### src/sv/pkcd_pkg.sv
// ----------------------------------------------------------------------------
// pkcd_pkg
// Shared types for the per-key change-detect table: the search word that
// travels down the row of table cells.
// ----------------------------------------------------------------------------
package pkcd_pkg;

   localparam int KEY_WIDTH  = 64;
   localparam int TICK_WIDTH = 64;

   typedef struct packed {
      logic [KEY_WIDTH-1:0]  action_id;
      logic [KEY_WIDTH-1:0]  origin;
      logic                  level;
      logic                  active;
      logic                  changed;
      logic [TICK_WIDTH-1:0] now_ticks;
      logic                  hit;
      logic                  inserted;
      logic [TICK_WIDTH-1:0] found_time;
   } word_type;

endpackage

### src/sv/pkcd_cell.sv
// ----------------------------------------------------------------------------
// pkcd_cell
// One table entry. Compares the passing search word with its key, updates
// or claims the entry, and hands the word to the next cell.
// ----------------------------------------------------------------------------
module pkcd_cell #(
   parameter int CELL_INDEX  = 0,
   parameter int COUNT_WIDTH = 7
) (
   input  logic                     clock,
   input  logic                     reset,
   input  logic [COUNT_WIDTH-1:0]   entry_count,
   input  logic                     in_valid,
   input  pkcd_pkg::word_type       in_word,
   output logic                     out_valid,
   output pkcd_pkg::word_type       out_word
);

   localparam logic [COUNT_WIDTH-1:0] MyIndex = COUNT_WIDTH'(CELL_INDEX);

   logic [pkcd_pkg::KEY_WIDTH-1:0]  action_ff, action_in;
   logic [pkcd_pkg::KEY_WIDTH-1:0]  origin_ff, origin_in;
   logic                            level_ff, level_in;
   logic [pkcd_pkg::TICK_WIDTH-1:0] time_ff, time_in;
   logic                            valid_ff;
   pkcd_pkg::word_type              word_ff, word_in;
   logic                            match;
   logic                            place;
   logic                            diff;

   always_comb begin
      word_in   = in_word;
      action_in = action_ff;
      origin_in = origin_ff;
      level_in  = level_ff;
      time_in   = time_ff;
      match = in_valid && in_word.active && !in_word.hit && (entry_count > MyIndex)
              && (action_ff == in_word.action_id) && (origin_ff == in_word.origin);
      place = in_valid && in_word.active && !in_word.hit && !in_word.inserted
              && (entry_count == MyIndex);
      diff  = level_ff != in_word.level;
      if (match) begin
         word_in.hit        = 1'b1;
         word_in.changed    = diff;
         word_in.found_time = diff ? in_word.now_ticks : time_ff;
         if (diff) begin
            level_in = in_word.level;
            time_in  = in_word.now_ticks;
         end
      end else if (place) begin
         word_in.inserted = 1'b1;
         action_in = in_word.action_id;
         origin_in = in_word.origin;
         level_in  = in_word.level;
         time_in   = in_word.now_ticks;
      end
   end

   always_ff @(posedge clock) begin
      if (reset) begin
         valid_ff <= 1'b0;
      end else begin
         valid_ff <= in_valid;
      end
      word_ff   <= word_in;
      action_ff <= action_in;
      origin_ff <= origin_in;
      level_ff  <= level_in;
      time_ff   <= time_in;
   end

   assign out_valid = valid_ff;
   assign out_word  = word_ff;

endmodule

### config.mk
export PLATFORM = sky130hd
export DESIGN_NAME = pkcd_cell
export DESIGN_NICKNAME = d
export VERILOG_FILES = /design/src/sv/pkcd_pkg.sv /design/src/sv/pkcd_cell.sv
export SDC_FILE = /design/constraint.sdc
export NUM_CORES = 1
export LEC_CHECK = 0
export BUFFER_PORTS_ARGS = -buffer_cell sky130_fd_sc_hd__buf_2
export CAP_MARGIN = 30
export CORE_AREA = 2 2 208 210
export CTS_CLUSTER_SIZE = 14
export DETAILED_ROUTE_END_ITERATION = 10
export DIE_AREA = 0 0 210 212
export MAX_ROUTING_LAYER = met4
export SLEW_MARGIN = 40
export SYNTH_ARGS = -nofsm -noshare
export SYNTH_HDL_FRONTEND = slang
export SYNTH_SLANG_ARGS = --single-unit
### constraint.sdc
create_clock -name clock -period 10.8 [get_ports clock]
set_input_delay 2.7 -clock clock [delete_from_list [all_inputs] [get_ports clock]]
set_output_delay 2.7 -clock clock [all_outputs]
set_load 0.005 [all_outputs]
; Word-level counts from Yosys, hierarchy flattened
; Index checks and enable logic that the tools add are counted.
[op_classes]
muxes = 10
reduce_logical = 13
eq_ne = 4
bitwise_logic = 1
shifts = 0
multipliers = 0
addsub = 0
magnitude_cmp = 1
div = 0
[op_table]
columns = operator, n
row1 = $mux W64, 4
row2 = $eq A64 B64 Y1, 2
row3 = $gt A7 B1 Y1 const B, 1
row4 = $logic_and A1 B1 Y1, 7
row5 = $logic_not A7 Y1, 1
row6 = $mux W1, 6
row7 = $reduce_and A2 Y1, 2
row8 = $logic_not A1 Y1, 2
row9 = $ne A2 B1 Y1 const B, 1
row10 = $reduce_bool A2 Y1, 1
row11 = $ne A1 B1 Y1, 1
row12 = $not A1 Y1, 1
[totals]
output_inout_bits = 262
latch_bits = 0
inputBits = 271
ramBits = 0
elab_cells = 43
reg_bits = 455
mem_bits_ro = 0
memories = 0

; Longest topological paths before layout
[logic_depth]
ltp_word = 7
depth_mapped = 8
depth_no_buf = 6

; Worst setup path after synthesis
; Ideal clock, no wire load.
[synth_timing]
path_type = input-to-reg
startpoint = in entry_count[2]
endpoint = reg action_ff[0] in the netlist's numbering, enable pin
required_time_ns = 10.319
path_buffers = 0
setup_time_ns = 0.481
cell_stages = 4
arrival_ns = 5.922
path_slack_ns = 4.397
path_cell_list = nor4_1 -> nand2_1 -> or3_1 -> inv_1
[synth_between]
elab_chain_cells = 6
elab_cells_between_ends = 8
cone_classes = order compare: 1 / bitwise: 1 / reduce/logical: 6
[synth_lines]
columns = element, line_no
row1 = start: declaration, pkcd_cell.sv:12  ; input logic [COUNT_WIDTH-1:0] entry_count,
row2 = $gt A7 B1 Y1, pkcd_cell.sv:37  ; match = in_valid && in_word.active && !in_word.hit && (entry_count > MyIndex)
row3 = $logic_and A1 B1 Y1, pkcd_cell.sv:37
row4 = $logic_and A1 B1 Y1 (2 in series), pkcd_cell.sv:38  ; && (action_ff == in_word.action_id) && (origin_ff == in_word.origin);
row5 = $not A1 Y1 (no line), --
row6 = $reduce_and A2 Y1 (no line) (*), --
row7 = end signal: assignment, pkcd_cell.sv:66  ; action_ff <= action_in;
row8 = end: declaration, pkcd_cell.sv:21  ; logic [pkcd_pkg::KEY_WIDTH-1:0] action_ff, action_in;
; Mark *: on every way between the ends. The rest lies on a longest branch, timed or not.
; A chain may end at the register's enable or synchronous reset.

; Worst setup path in the final report
[layout_timing]
startpoint = in in_word[145] in the netlist's numbering
endpoint = reg time_ff[53] in the netlist's numbering, data pin
[layout_between]
elab_chain_cells = 3
[layout_lines]
columns = element, line_no
row1 = start: declaration, pkcd_cell.sv:14  ; input pkcd_pkg::word_type in_word,
row2 = $eq A64 B64 Y1, pkcd_cell.sv:38
row3 = $logic_and A1 B1 Y1, pkcd_cell.sv:38
row4 = $mux W64, pkcd_cell.sv:42  ; if (match) begin
row5 = via time_in (one bit), pkcd_cell.sv:24  ; logic [pkcd_pkg::TICK_WIDTH-1:0] time_ff, time_in;
row6 = end signal: assignment, pkcd_cell.sv:69  ; time_ff <= time_in;
row7 = end: declaration, pkcd_cell.sv:24
; The timed path passes the listed nets, and every way through them passes these cells.

==> flow_summary_export.csv <==
group,metric,value,unit
placement,dp_hpwl,26.8,mm
sta,tightest_slew,0.773,ns
layout,post-route-util,47.4,%
cts,clk_pin_slew,0.06,ns
sta,setup_viol,0,
cts,clockBufferDepth,3,
power,p_per_area,185,nW/um^2
detailed_routing,dr.pass1.iters,4,
synth,syn_avg_cell_area,17.7,sq um
detailed_routing,drt_iter0_drc,342,
cts,cts_buffers,46,
power,clock_power_share,44.1,%
grt,gr-total-overflow,0,
synth,synth_area,15200,sq um
grt,grt_pass1_vias,9204,
floorplan,pin_count,533,
grt,grt_max_degree,70,
outcome,outcome,"finished, final reports clean",
sta,period_share,56.7,%
layout,drive_gt1_share,55.1,%
synth,synth_cells,861,
detailed_routing,drc,0,
power,switching_share,20.8,%
hold_path,hold_start,"time_ff[35]$_DFFE_PP_",
grt,track_usage,16.3,%
synth,ys_warn_count,0,
setup_path,path_class,"primary input to flop",
power,switchingPower,0.776,mW
setup_path,crit_start,"in_word[145]",
setup_path,critPathLaunchType,"primary input",
hold_path,hold_path.class,"flop to flop",
synth,synth_cell_type_count,24,
detailed_routing,via_count,8927,
sta,clock.fmax,163,MHz
detailed_routing,vias_per_cell,4.44,
floorplan,fp.dieArea,44500,sq um
cts,cts_tree,"done",
floorplan,fp-row-count,76,
cts,root_buffer,"clkbuf_16",
cts,cts_sinks,455,
sta,slew_violations,0,
cts,cts_hold_buffers,0,
cts,insertion_delay,0.57,ns
sta,fin_crit,6.13,ns
floorplan,coreArea,42500,sq um
sta,finalClockSkew,0.0154,ns
power,combPwrFrac,6.0,%
sta,hold_viol_final,0,
placement,dp_worst_setup_slack,3.89,ns
placement,port_buffers,532,
synth,seq_area_frac_synth,72.4,%
setup_path,worstPathArrival,6.44,ns
floorplan,die_width,210,microns
detailed_routing,drt_wl_total,36.5,mm
detailed_routing,wire_per_inst,18.2,microns
synth,synth_nets,1132,
power,p_seq_share,49.8,%
cts,post_cts_buffers,0,
layout,syn2layout_area_growth,32.0,%
setup_path,cp_max_fo,51,
sta,relSlewSlack,48.5,%
power,ir_drop,0.000138,V
sta,rsz0062_at_grt,"false",
setup_path,cp.required,11.11,ns
cts,htreeDepth,2,
detailed_routing,antenna_left,0,
setup_path,crit_path_end_kind,"flop",
floorplan,initial_core_util,35.9,%
layout,nNetsFinal,1695,
synth,synth-seq-cells,455,
placement,gp_congestion,0.820,
setup_path,r2r-start,"origin_ff[35]$_DFFE_PP_",
cts,cts-resized-gates,0,
floorplan,die_height,212,microns
grt,grt_pass1_wl,53.1,mm
sta,fin_ws,4.67,ns
power,p_int,2.95,mW
sta,setup_tns,0,ns
power,leakagePower,8.80,nW
flow_run,cap_violations,0,
grt,antenna_found_initial,4,
## sequential cells by signal (all words and copies together) (netlist names)
name       cells
level_ff       1
out_valid      1
action_ff     64
time_ff       64
out_word     261
origin_ff     64
## through the flow
step	cell area, sq um	cells	power, mW	hold slack [ns]
3_3_place_gp	18500	1922	2.12	0.600
3_5_place_dp	18500	1922	2.12	0.606
2_1_floorplan	15200	861	1.97	0.587
6_report	20100	2011	3.72	0.618
4_1_cts	20100	2008	3.77	0.624
5_1_grt	20100	2011	3.86	0.641
## cell families after synthesis
| kind of cell | after synthesis | share of synthesized area [%] |
|---|---|---|
| compound gates | 1 | 0.0328 |
| xor+xnor | 129 | 7.41 |
| buf+inv | 23 | 1.08 |
| flops | 455 | 72.4 |
| mux | 193 | 16.7 |
| simple gates | 60 | 2.40 |
## path summary, 6_finish.rpt
path,to,slack [ns],depth (start not counted)
worst max-delay path,time_ff[53]$_DFFE_PP_,4.67,9
worst min-delay path,out_word[35]$_DFF_P_,0.62,2
worst min register to register,out_word[35]$_DFF_P_,0.62,2
worst max register to register,time_ff[53]$_DFFE_PP_,6.57,8
## routing by layer
layer | wire [microns] | global-route usage [%] | share of wire, % | vias to the layer above
met5 | 0 | - | 0 | -
met4 | 1020 | 6.53 | 2.8 | 0
met3 | 2690 | 4.17 | 7.4 | 64
met2 | 17500 | 26.5 | 48 | 396
met1 | 15300 | 19.4 | 42 | 4236
li1 | - | - | - | 4231
## critical path, cell delays in order
cell	delay, ns
buf_2	0.13
xor2_1	0.16
nor4_1	0.58
nand4_1	0.22
nor4_2	0.49
nand3_4	0.70
buf_4	0.59
buf_6	0.39
mux2_4	0.37
## power groups by stage
| stage | logic [mW] | clock network (mW) | registers, mW |
|---|---|---|---|
| global placement | 0.225 | 0 | 1.89 |
| CTS | 0.229 | 1.69 | 1.86 |
| finish | 0.225 | 1.64 | 1.86 |
| detailed placement | 0.228 | 0 | 1.89 |
| floorplan | 0.0721 | 0 | 1.90 |
| global route | 0.246 | 1.76 | 1.86 |
## cell usage after synthesis
cell type | instances | share of area (%)
nand2_1 | 2 | 0.049
or3_1 | 1 | 0.041
nor3_1 | 4 | 0.13
buf_4 | 1 | 0.049
clkbuf_1 | 5 | 0.12
mux2_4 | 98 | 9.7
nor4_1 | 33 | 1.4
inv_1 | 2 | 0.049
nor2b_1 | 1 | 0.041
nor4_2 | 1 | 0.082
edfxtp_1 | 193 | 38
dfxtp_1 | 262 | 34
o21ai_0 | 1 | 0.033
buf_1 | 5 | 0.12
nor2_1 | 1 | 0.025
xnor2_1 | 3 | 0.17
xor2_1 | 126 | 7.2
nand3b_1 | 1 | 0.049
buf_6 | 10 | 0.74
nand4_1 | 10 | 0.41
nand3_1 | 4 | 0.13
nand2b_1 | 2 | 0.082
mux2i_1 | 1 | 0.066
mux2_2 | 94 | 6.9
## layout make-up
| type | instances | area, sq um |
|---|---|---|
| Tap cell | 546 | 683 |
| Sequential cell | 455 | 11000 |
| Antenna cell | 3 | 7.51 |
| Clock buffer | 72 | 1460 |
| Timing Repair Buffer | 536 | 2700 |
| Clock inverter | 14 | 148 |
| Fill cell | 3771 | 22400 |
| Inverter | 2 | 10.0 |
| Multi-Input combinational cell | 383 | 4080 |
## cells in the final DEF (no fill, tap or decap), types with 2 or more instances in the layout
| cell | n |
|---|---|
| clkinv_2 | 6 |
| nand4_1 | 10 |
| buf_6 | 3 |
| edfxtp_1 | 193 |
| inv_4 | 3 |
| xnor2_1 | 2 |
| mux2_2 | 94 |
| clkbuf_1 | 13 |
| nand3_1 | 3 |
| clkbuf_16 | 53 |
| clkbuf_8 | 6 |
| diode_2 | 3 |
| xor2_1 | 126 |
| nor4_1 | 33 |
| dfxtp_1 | 262 |
| clkinv_8 | 2 |
| bufinv_16 | 2 |
| buf_2 | 532 |
| nand2b_1 | 2 |
| mux2_4 | 98 |
| nor3_1 | 4 |
No activity file was read; power rests on OpenSTA's default activity.
